==> src/rtl/core/cpcp_pkg.sv <==
// ----------------------------------------------------------------------------
// cpcp_pkg
// Shared types, constants and fixed point helpers of the cascade
// position/current PID controller.
// ----------------------------------------------------------------------------
package cpcp_pkg;

	localparam int ADC_W   = 10;
	localparam int DATA_W  = 32;
	localparam int FRAC_W  = 16;
	localparam int PROD_W  = 53;
	localparam int MULB_W  = 21;
	localparam int NUM_W   = 36;
	localparam int DIVN_W  = 34;
	localparam int DIVD_W  = 14;

	// calibration polynomial coefficients in Q16.16
	localparam logic signed [DATA_W-1:0] POLY_A0 = 32'sd678099;
	localparam logic signed [DATA_W-1:0] POLY_A1 = -32'sd187415;
	localparam logic signed [DATA_W-1:0] POLY_A2 = 32'sd19353;
	localparam logic signed [DATA_W-1:0] POLY_A3 = -32'sd1040;

	// current sensor offset and gain in Q16.16
	localparam logic signed [DATA_W-1:0] AMP_OFF  = -32'sd163840;
	localparam logic signed [MULB_W-1:0] AMP_GAIN = 21'sd87381;

	localparam logic signed [63:0] INT_LIM = 64'sd3342336;
	localparam logic signed [63:0] OUT_LIM = 64'sd33423360;
	localparam logic signed [63:0] DUTY_OFS = 64'sd33554432;
	localparam logic [ADC_W-1:0] DUTY_MID = 10'd512;

	// divisors: adc full scale, sample rate, twice the sample rate (all doubled)
	localparam logic [DIVD_W-1:0] DEN_ADC  = 14'd2046;
	localparam logic [DIVD_W-1:0] DEN_DER  = 14'd5000;
	localparam logic [DIVD_W-1:0] DEN_INT  = 14'd10000;

	// reciprocals of the odd divisor parts, scaled by 2^41 and rounded up
	localparam logic [31:0] RCP_1023 = 32'd2149582851;
	localparam logic [31:0] RCP_625  = 32'd3518437209;
	localparam int          RCP_SH   = 41;

	// register indexes
	localparam logic [3:0] REG_TARGET = 4'd0;
	localparam logic [3:0] REG_KP_POS = 4'd1;
	localparam logic [3:0] REG_KI_POS = 4'd2;
	localparam logic [3:0] REG_KD_POS = 4'd3;
	localparam logic [3:0] REG_KP_CUR = 4'd4;
	localparam logic [3:0] REG_KI_CUR = 4'd5;
	localparam logic [3:0] REG_SMOOTH = 4'd6;
	localparam logic [3:0] REG_STEP   = 4'd7;

	typedef struct packed {
		logic [15:0] target_position;
		logic [15:0] kp_position;
		logic [15:0] ki_position;
		logic [15:0] kd_position;
		logic [15:0] kp_current;
		logic [15:0] ki_current;
		logic [15:0] smoothing;
		logic        step_mode;
	} cfg_t;

	typedef enum logic [4:0] {
		OP_NONE, OP_LOAD,
		OP_DIV_VP, OP_TAKE_VP, OP_MUL_POLY, OP_ADD_A2, OP_ADD_A1, OP_ADD_A0,
		OP_DIV_VC, OP_TAKE_VC, OP_MUL_AMP, OP_SET_AMP,
		OP_MUL_FA, OP_SET_FA, OP_MUL_FB, OP_SET_FB,
		OP_MUL_EP, OP_SET_EP, OP_DIV_IP, OP_TAKE_IP, OP_DIV_D, OP_TAKE_D,
		OP_MUL_KI, OP_SET_KI, OP_MUL_KD, OP_SET_KD,
		OP_MUL_KPC, OP_SET_EC, OP_DIV_IC, OP_TAKE_IC, OP_MUL_KIC, OP_SET_PC
	} dp_op_t;

	typedef enum logic [5:0] {
		ST_IDLE,
		ST_DIV_VP, ST_WAIT_VP, ST_MUL_P1, ST_ADD_P1, ST_MUL_P2, ST_ADD_P2,
		ST_MUL_P3, ST_ADD_P3, ST_DIV_VC, ST_WAIT_VC, ST_MUL_AMP, ST_SET_AMP,
		ST_MUL_FA, ST_SET_FA, ST_MUL_FB, ST_SET_FB, ST_MUL_EP, ST_SET_EP,
		ST_DIV_IP, ST_WAIT_IP, ST_DIV_D, ST_WAIT_D, ST_MUL_KI, ST_SET_KI,
		ST_MUL_KD, ST_SET_KD, ST_MUL_KPC, ST_SET_EC, ST_DIV_IC, ST_WAIT_IC,
		ST_MUL_KIC, ST_SET_PC, ST_DONE
	} state_t;

	typedef struct packed {
		dp_op_t op;
		logic   out_load;
		logic   busy;
	} ctl_cmd_t;

	typedef struct packed {
		logic in_valid;
		logic out_free;
		logic div_done;
	} ctl_sts_t;

	// saturate to the signed 32-bit range
	function automatic logic signed [DATA_W-1:0] sat32(input logic signed [63:0] x);
		if (x > 64'sd2147483647)
			return 32'sh7fffffff;
		if (x < -64'sd2147483648)
			return 32'sh80000000;
		return x[DATA_W-1:0];
	endfunction

	// round half up then drop n fraction bits
	function automatic logic signed [63:0] rnd16(input logic signed [63:0] x);
		return (x + 64'sd32768) >>> FRAC_W;
	endfunction

	function automatic logic signed [63:0] rnd8(input logic signed [63:0] x);
		return (x + 64'sd128) >>> 8;
	endfunction

	// clamp an integrator to its limit
	function automatic logic signed [DATA_W-1:0] clamp_int(input logic signed [63:0] x);
		if (x > INT_LIM)
			return INT_LIM[DATA_W-1:0];
		if (x < -INT_LIM)
			return DATA_W'(-INT_LIM);
		return x[DATA_W-1:0];
	endfunction

endpackage

==> src/rtl/core/cpcp_ctrl.sv <==
// ----------------------------------------------------------------------------
// cpcp_ctrl
// Sequencer of one control tick: steps the shared multiplier and divider.
// ----------------------------------------------------------------------------
module cpcp_ctrl import cpcp_pkg::*; (
	input  logic     clk,
	input  logic     arst_n,
	input  ctl_sts_t sts,
	output ctl_cmd_t cmd
);

	state_t state_q;
	state_t state_nx;

	always_ff @(posedge clk or negedge arst_n) begin
		if (!arst_n) begin
			state_q <= ST_IDLE;
		end else begin
			state_q <= state_nx;
		end
	end

	// next state
	always_comb begin
		state_nx = state_q;
		case (state_q)
			ST_IDLE:    if (sts.in_valid) state_nx = ST_DIV_VP;
			ST_DIV_VP:  state_nx = ST_WAIT_VP;
			ST_WAIT_VP: if (sts.div_done) state_nx = ST_MUL_P1;
			ST_MUL_P1:  state_nx = ST_ADD_P1;
			ST_ADD_P1:  state_nx = ST_MUL_P2;
			ST_MUL_P2:  state_nx = ST_ADD_P2;
			ST_ADD_P2:  state_nx = ST_MUL_P3;
			ST_MUL_P3:  state_nx = ST_ADD_P3;
			ST_ADD_P3:  state_nx = ST_DIV_VC;
			ST_DIV_VC:  state_nx = ST_WAIT_VC;
			ST_WAIT_VC: if (sts.div_done) state_nx = ST_MUL_AMP;
			ST_MUL_AMP: state_nx = ST_SET_AMP;
			ST_SET_AMP: state_nx = ST_MUL_FA;
			ST_MUL_FA:  state_nx = ST_SET_FA;
			ST_SET_FA:  state_nx = ST_MUL_FB;
			ST_MUL_FB:  state_nx = ST_SET_FB;
			ST_SET_FB:  state_nx = ST_MUL_EP;
			ST_MUL_EP:  state_nx = ST_SET_EP;
			ST_SET_EP:  state_nx = ST_DIV_IP;
			ST_DIV_IP:  state_nx = ST_WAIT_IP;
			ST_WAIT_IP: if (sts.div_done) state_nx = ST_DIV_D;
			ST_DIV_D:   state_nx = ST_WAIT_D;
			ST_WAIT_D:  if (sts.div_done) state_nx = ST_MUL_KI;
			ST_MUL_KI:  state_nx = ST_SET_KI;
			ST_SET_KI:  state_nx = ST_MUL_KD;
			ST_MUL_KD:  state_nx = ST_SET_KD;
			ST_SET_KD:  state_nx = ST_MUL_KPC;
			ST_MUL_KPC: state_nx = ST_SET_EC;
			ST_SET_EC:  state_nx = ST_DIV_IC;
			ST_DIV_IC:  state_nx = ST_WAIT_IC;
			ST_WAIT_IC: if (sts.div_done) state_nx = ST_MUL_KIC;
			ST_MUL_KIC: state_nx = ST_SET_PC;
			ST_SET_PC:  state_nx = ST_DONE;
			ST_DONE:    if (sts.out_free) state_nx = ST_IDLE;
			default:    state_nx = ST_IDLE;
		endcase
	end

	// datapath commands
	always_comb begin
		cmd.op       = OP_NONE;
		cmd.out_load = 1'b0;
		cmd.busy     = state_q != ST_IDLE;
		case (state_q)
			ST_IDLE:    if (sts.in_valid) cmd.op = OP_LOAD;
			ST_DIV_VP:  cmd.op = OP_DIV_VP;
			ST_WAIT_VP: if (sts.div_done) cmd.op = OP_TAKE_VP;
			ST_MUL_P1:  cmd.op = OP_MUL_POLY;
			ST_ADD_P1:  cmd.op = OP_ADD_A2;
			ST_MUL_P2:  cmd.op = OP_MUL_POLY;
			ST_ADD_P2:  cmd.op = OP_ADD_A1;
			ST_MUL_P3:  cmd.op = OP_MUL_POLY;
			ST_ADD_P3:  cmd.op = OP_ADD_A0;
			ST_DIV_VC:  cmd.op = OP_DIV_VC;
			ST_WAIT_VC: if (sts.div_done) cmd.op = OP_TAKE_VC;
			ST_MUL_AMP: cmd.op = OP_MUL_AMP;
			ST_SET_AMP: cmd.op = OP_SET_AMP;
			ST_MUL_FA:  cmd.op = OP_MUL_FA;
			ST_SET_FA:  cmd.op = OP_SET_FA;
			ST_MUL_FB:  cmd.op = OP_MUL_FB;
			ST_SET_FB:  cmd.op = OP_SET_FB;
			ST_MUL_EP:  cmd.op = OP_MUL_EP;
			ST_SET_EP:  cmd.op = OP_SET_EP;
			ST_DIV_IP:  cmd.op = OP_DIV_IP;
			ST_WAIT_IP: if (sts.div_done) cmd.op = OP_TAKE_IP;
			ST_DIV_D:   cmd.op = OP_DIV_D;
			ST_WAIT_D:  if (sts.div_done) cmd.op = OP_TAKE_D;
			ST_MUL_KI:  cmd.op = OP_MUL_KI;
			ST_SET_KI:  cmd.op = OP_SET_KI;
			ST_MUL_KD:  cmd.op = OP_MUL_KD;
			ST_SET_KD:  cmd.op = OP_SET_KD;
			ST_MUL_KPC: cmd.op = OP_MUL_KPC;
			ST_SET_EC:  cmd.op = OP_SET_EC;
			ST_DIV_IC:  cmd.op = OP_DIV_IC;
			ST_WAIT_IC: if (sts.div_done) cmd.op = OP_TAKE_IC;
			ST_MUL_KIC: cmd.op = OP_MUL_KIC;
			ST_SET_PC:  cmd.op = OP_SET_PC;
			ST_DONE:    cmd.out_load = sts.out_free;
			default:    cmd.op = OP_NONE;
		endcase
	end

endmodule

==> config.mk <==
export PLATFORM = sky130hd
export DESIGN_NAME = cpcp_ctrl
export DESIGN_NICKNAME = d
export VERILOG_FILES = /design/src/rtl/core/cpcp_pkg.sv /design/src/rtl/core/cpcp_ctrl.sv
export SDC_FILE = /design/constraint.sdc
export NUM_CORES = 1
export LEC_CHECK = 0
export BUFFER_PORTS_ARGS = -buffer_cell sky130_fd_sc_hd__buf_2
export CORE_ASPECT_RATIO = 0.8
export CORE_MARGIN = 1
export CORE_UTILIZATION = 35
export CTS_CLUSTER_DIAMETER = 50
export DETAILED_ROUTE_END_ITERATION = 16
export GPL_TIMING_DRIVEN = 1
export PLACE_DENSITY = 0.55
export SLEW_MARGIN = 25
export SYNTH_ARGS = -nofsm -noshare
export SYNTH_HDL_FRONTEND = slang
export SYNTH_SLANG_ARGS = --single-unit
==> constraint.sdc <==
create_clock -name clk -period 1.8 [get_ports clk]
set_input_delay 0.18 -clock clk [delete_from_list [all_inputs] [get_ports clk]]
set_output_delay 0.18 -clock clk [all_outputs]
set_load 0.005 [all_outputs]
==> flow_summary.toml <==
[outcome]
status = "finished, violations left"
violations = "setup timing"

[logic_synthesis]
synth_xor_area_frac = 0.0580
synth_area_leaders = "dfrtp_1, nor2_1, nand2b_1, a21oi_1, xnor2_1"
synthDistinctLibCells = 38
synth_seq_area_share = 0.199
ys.warnings.count = 0
synth_ff_type = "dfrtp_1"
synthesis.nets = 106
yosys-mux-area-fraction = 0.0133
synth_compound_gate_area_share = 0.277
synth-simple-area-share = 0.335
synth_top_area_cell = "dfrtp_1"
synth.top_cell.area_share = 0.199
synth.ff_latch_count = 6
netlist_area_sq_um = 754
synthesis.instances = 101
synth_area_per_cell_sq_um = 7.47
main_combinational_cell_family_by_area_after_synthesis = "simple AND/OR/NAND/NOR gates"
synth_edf_count = 0
synth_fa_ha_area_frac = 0
async_flop_share = 1.00

[global_routing]
grt.total_usage = 0.219
globalRouteOverflowTotal = 0
global_route_wire_length_before_repair_um = 3730
maximum_number_of_pins_on_one_net_before_global_route_repair = 14
antenna_found_initial = 0
grt_pass1_vias = 823

[run]
maxCapViolCount = 0

[die]
dieWidth_um = 53.9
initial_utilization = 0.385
floorplan_die_height_um = 43.5
placementRows = 14
floorplan.die_area_sq_um = 2350
area_of_the_core_sq_um = 1960
ios = 12

[drt]
post-route-drc-count = 0
final_antenna_net_count = 0
first_pass_iters = 4
number_of_drc_violations_after_detailed_routing_iteration_0 = 60
vias_per_cell = 5.87
wl_per_cell_um = 16.1
drt_wl_total_um = 2560
vias = 933

[cts]
clock_insertion_delay_worst_skew_ns = 0.25
clock_sinks = 6
ctsHtreeMaxLevel = 1
clock-root-buffer = "clkbuf_4"
clock_transition_at_the_registers_of_the_reported_paths_ns = 0.05
tritoncts = "done"
clockBufferDepth = 2
numCtsBuffers = 3

[placed_design]
dp_slack_ns = 0.0880
postPlaceCellArea_sq_um = 852
estimated_wirelength_of_the_detail_placed_design_um = 1450
place_inst = 137
globalplace.congestion = 0.833
io_buffers = 11

[sta]
slew_violations = 0
final.period_utilization = 1.06
hold_violations = 0
timing_worst_slew_pin_value_ns = 0.356
setup_violations = 6
setup_slack_ns = -0.102
period_minus_slack_ns = 1.90
rsz0062_at_grt = "true"
achievable-frequency_mhz = 526
slew-limit-headroom = 0.763
fin_worst_skew_ns = 0.00585

[layout]
final_layout_size_suffix_gt1_frac = 0.474
relative_area_change_from_synthesis_to_final_layout_pct = 46.1
layout.filler_cells = 180
regMostFlops = "state_q"
finish.net_count = 142
seqCellArea_sq_um = 156
layout_top_registers = "state_q: 6 flops"
final_design_area_no_fill_sq_um = 1100
antenna_diode_count = 0
largest_register_ff_count = 6
multi_input_area_sq_um = 567
finalNonFillerCells = 159

[setup_path]
timing.critical_path.required_ns = 1.62
setup.worst_path.class = "register to output pin"
cp_slowest_cell = "dfrtp_2"
worstPathCellList = "nor4_4 -> nand2_1 -> o221a_4 -> o221ai_2 -> buf_2"
cp.buffers_inverters = 1
worst-r2r-setup-slack_ns = 0.22
reg2reg_from = "state_q[1]"
r2r-end = "state_q[0]"
cpLargestDelayFamily = "flip-flops"
crit_path_end = "cmd[5]"
startpoint_type = "register"
reg2reg_depth = 6
cp.depth = 5
cp_slowest_stage_delay_ns = 0.49
worst_ep_arrival_time_ns = 1.72
setup.worst_path.start = "state_q[1]"
crit_fanout = 8
cp-end-kind = "output pin"

[power]
power-per-cell-area_nw_per_um2 = 2020
power.leakage_nw = 0.465
peak_vdd_ir_v = 0.00114

[min_path]
hold_path_class = "input pin to register"
-- worst register-to-register path, cell delays in order, from the launching register on --
cell and delay [ns]:
dfrtp_2 0.49, nor4_4 0.34, buf_4 0.16, buf_4 0.10
mux2i_1 0.17, o31ai_1 0.10, o22ai_1 0.13
-- layout by cell type (no fill, tap or decap), types with 2 or more instances in the layout --
cell	n
nand3_1	4
dfrtp_2	5
buf_2	10
nand2b_1	6
and3b_1	2
o21ai_0	5
xnor2_1	4
inv_1	3
clkbuf_4	3
a31oi_1	3
a21oi_1	6
nand4_1	3
buf_4	23
nor3_1	2
nor2_2	3
nor2_1	8
buf_6	7
o31ai_1	2
and2_1	2
o221ai_1	2
nand2_1	8
-- final cells by class --
type	count	share of cell area
Clock buffer	3	0.0204
Inverter	3	0.0102
Multi-Input combinational cell	81	0.514
Sequential cell	6	0.142
Tap cell	24	0.0272
Timing Repair Buffer	42	0.286
-- Yosys cell counts, types with 4 or more instances --
cell type and count:
o21ai_0 5, buf_2 5, dfrtp_1 6, nor2_1 11, nand2b_1 6, a21oi_1 7, xnor2_1 4, nand3_1 4
nand2_1 8
-- logic make-up (layout without fill, tap and decap cells) --
kind of cell           Yosys count  count (layout)
AND/OR/NAND/NOR                 46              46
multiplexers                     1               1
buffers and inverters           14              48
AO/OA/AOI/OAI                   29              29
XOR/XNOR                         5               5
flip-flops                       6               6
-- timing repair --
item | 4_1_cts | 5_1_grt
gates resized for setup | 15 | 12
hold buffers | 1 | 0
cloned | 0 | 0
endpoints found under the setup margin | 5 | 6
buffers inserted | 10 | 9
pin swaps | 6 | 6
hold endpoints to repair | 6 | 0
-- how the worst min path moves through the flow --
| stage | slack [ns] | cells after the start | to | startpoint |
|---|---|---|---|---|
| 2_1_floorplan | -0.12 | 0 | state_q[0] | arst_n |
| 3_3_place_gp | 0.008 | 1 | state_q[0] | arst_n |
| 3_5_place_dp | 0.01 | 1 | state_q[0] | arst_n |
| 4_1_cts | 0.14 | 2 | state_q[0] | sts[1] |
| 5_1_grt | 0.15 | 2 | state_q[0] | sts[1] |
| 6_report | 0.15 | 2 | state_q[0] | sts[1] |
-- per-layer routing --
layer | global-route usage | wire length (um) | up-vias
met1 | 0.320 | 1120 | 448
met4 | 0.0526 | 20 | 0
met2 | 0.314 | 1230 | 46
met5 | 0 | 0 | -
met3 | 0.0596 | 190 | 2
li1 | - | - | 437
-- stage by stage --
step	hold slack [ns]	power, mW	util	TNS [ns]
floorplan	-0.116	1.29	-	0
global placement	0.00766	1.62	0.434	0
detailed placement	0.0112	1.60	0.434	0
CTS	0.144	1.95	0.505	-0.0941
global route	0.152	2.37	0.562	-0.727
finish	0.145	2.23	0.562	-0.420
-- power by group --
group          total [mW]  internal (mW)  switching (mW)
Sequential          0.387          0.210           0.176
Combinational        1.71          0.900           0.811
Clock               0.135         0.0761          0.0584
Note: power is estimated with default switching activity, not from simulation.
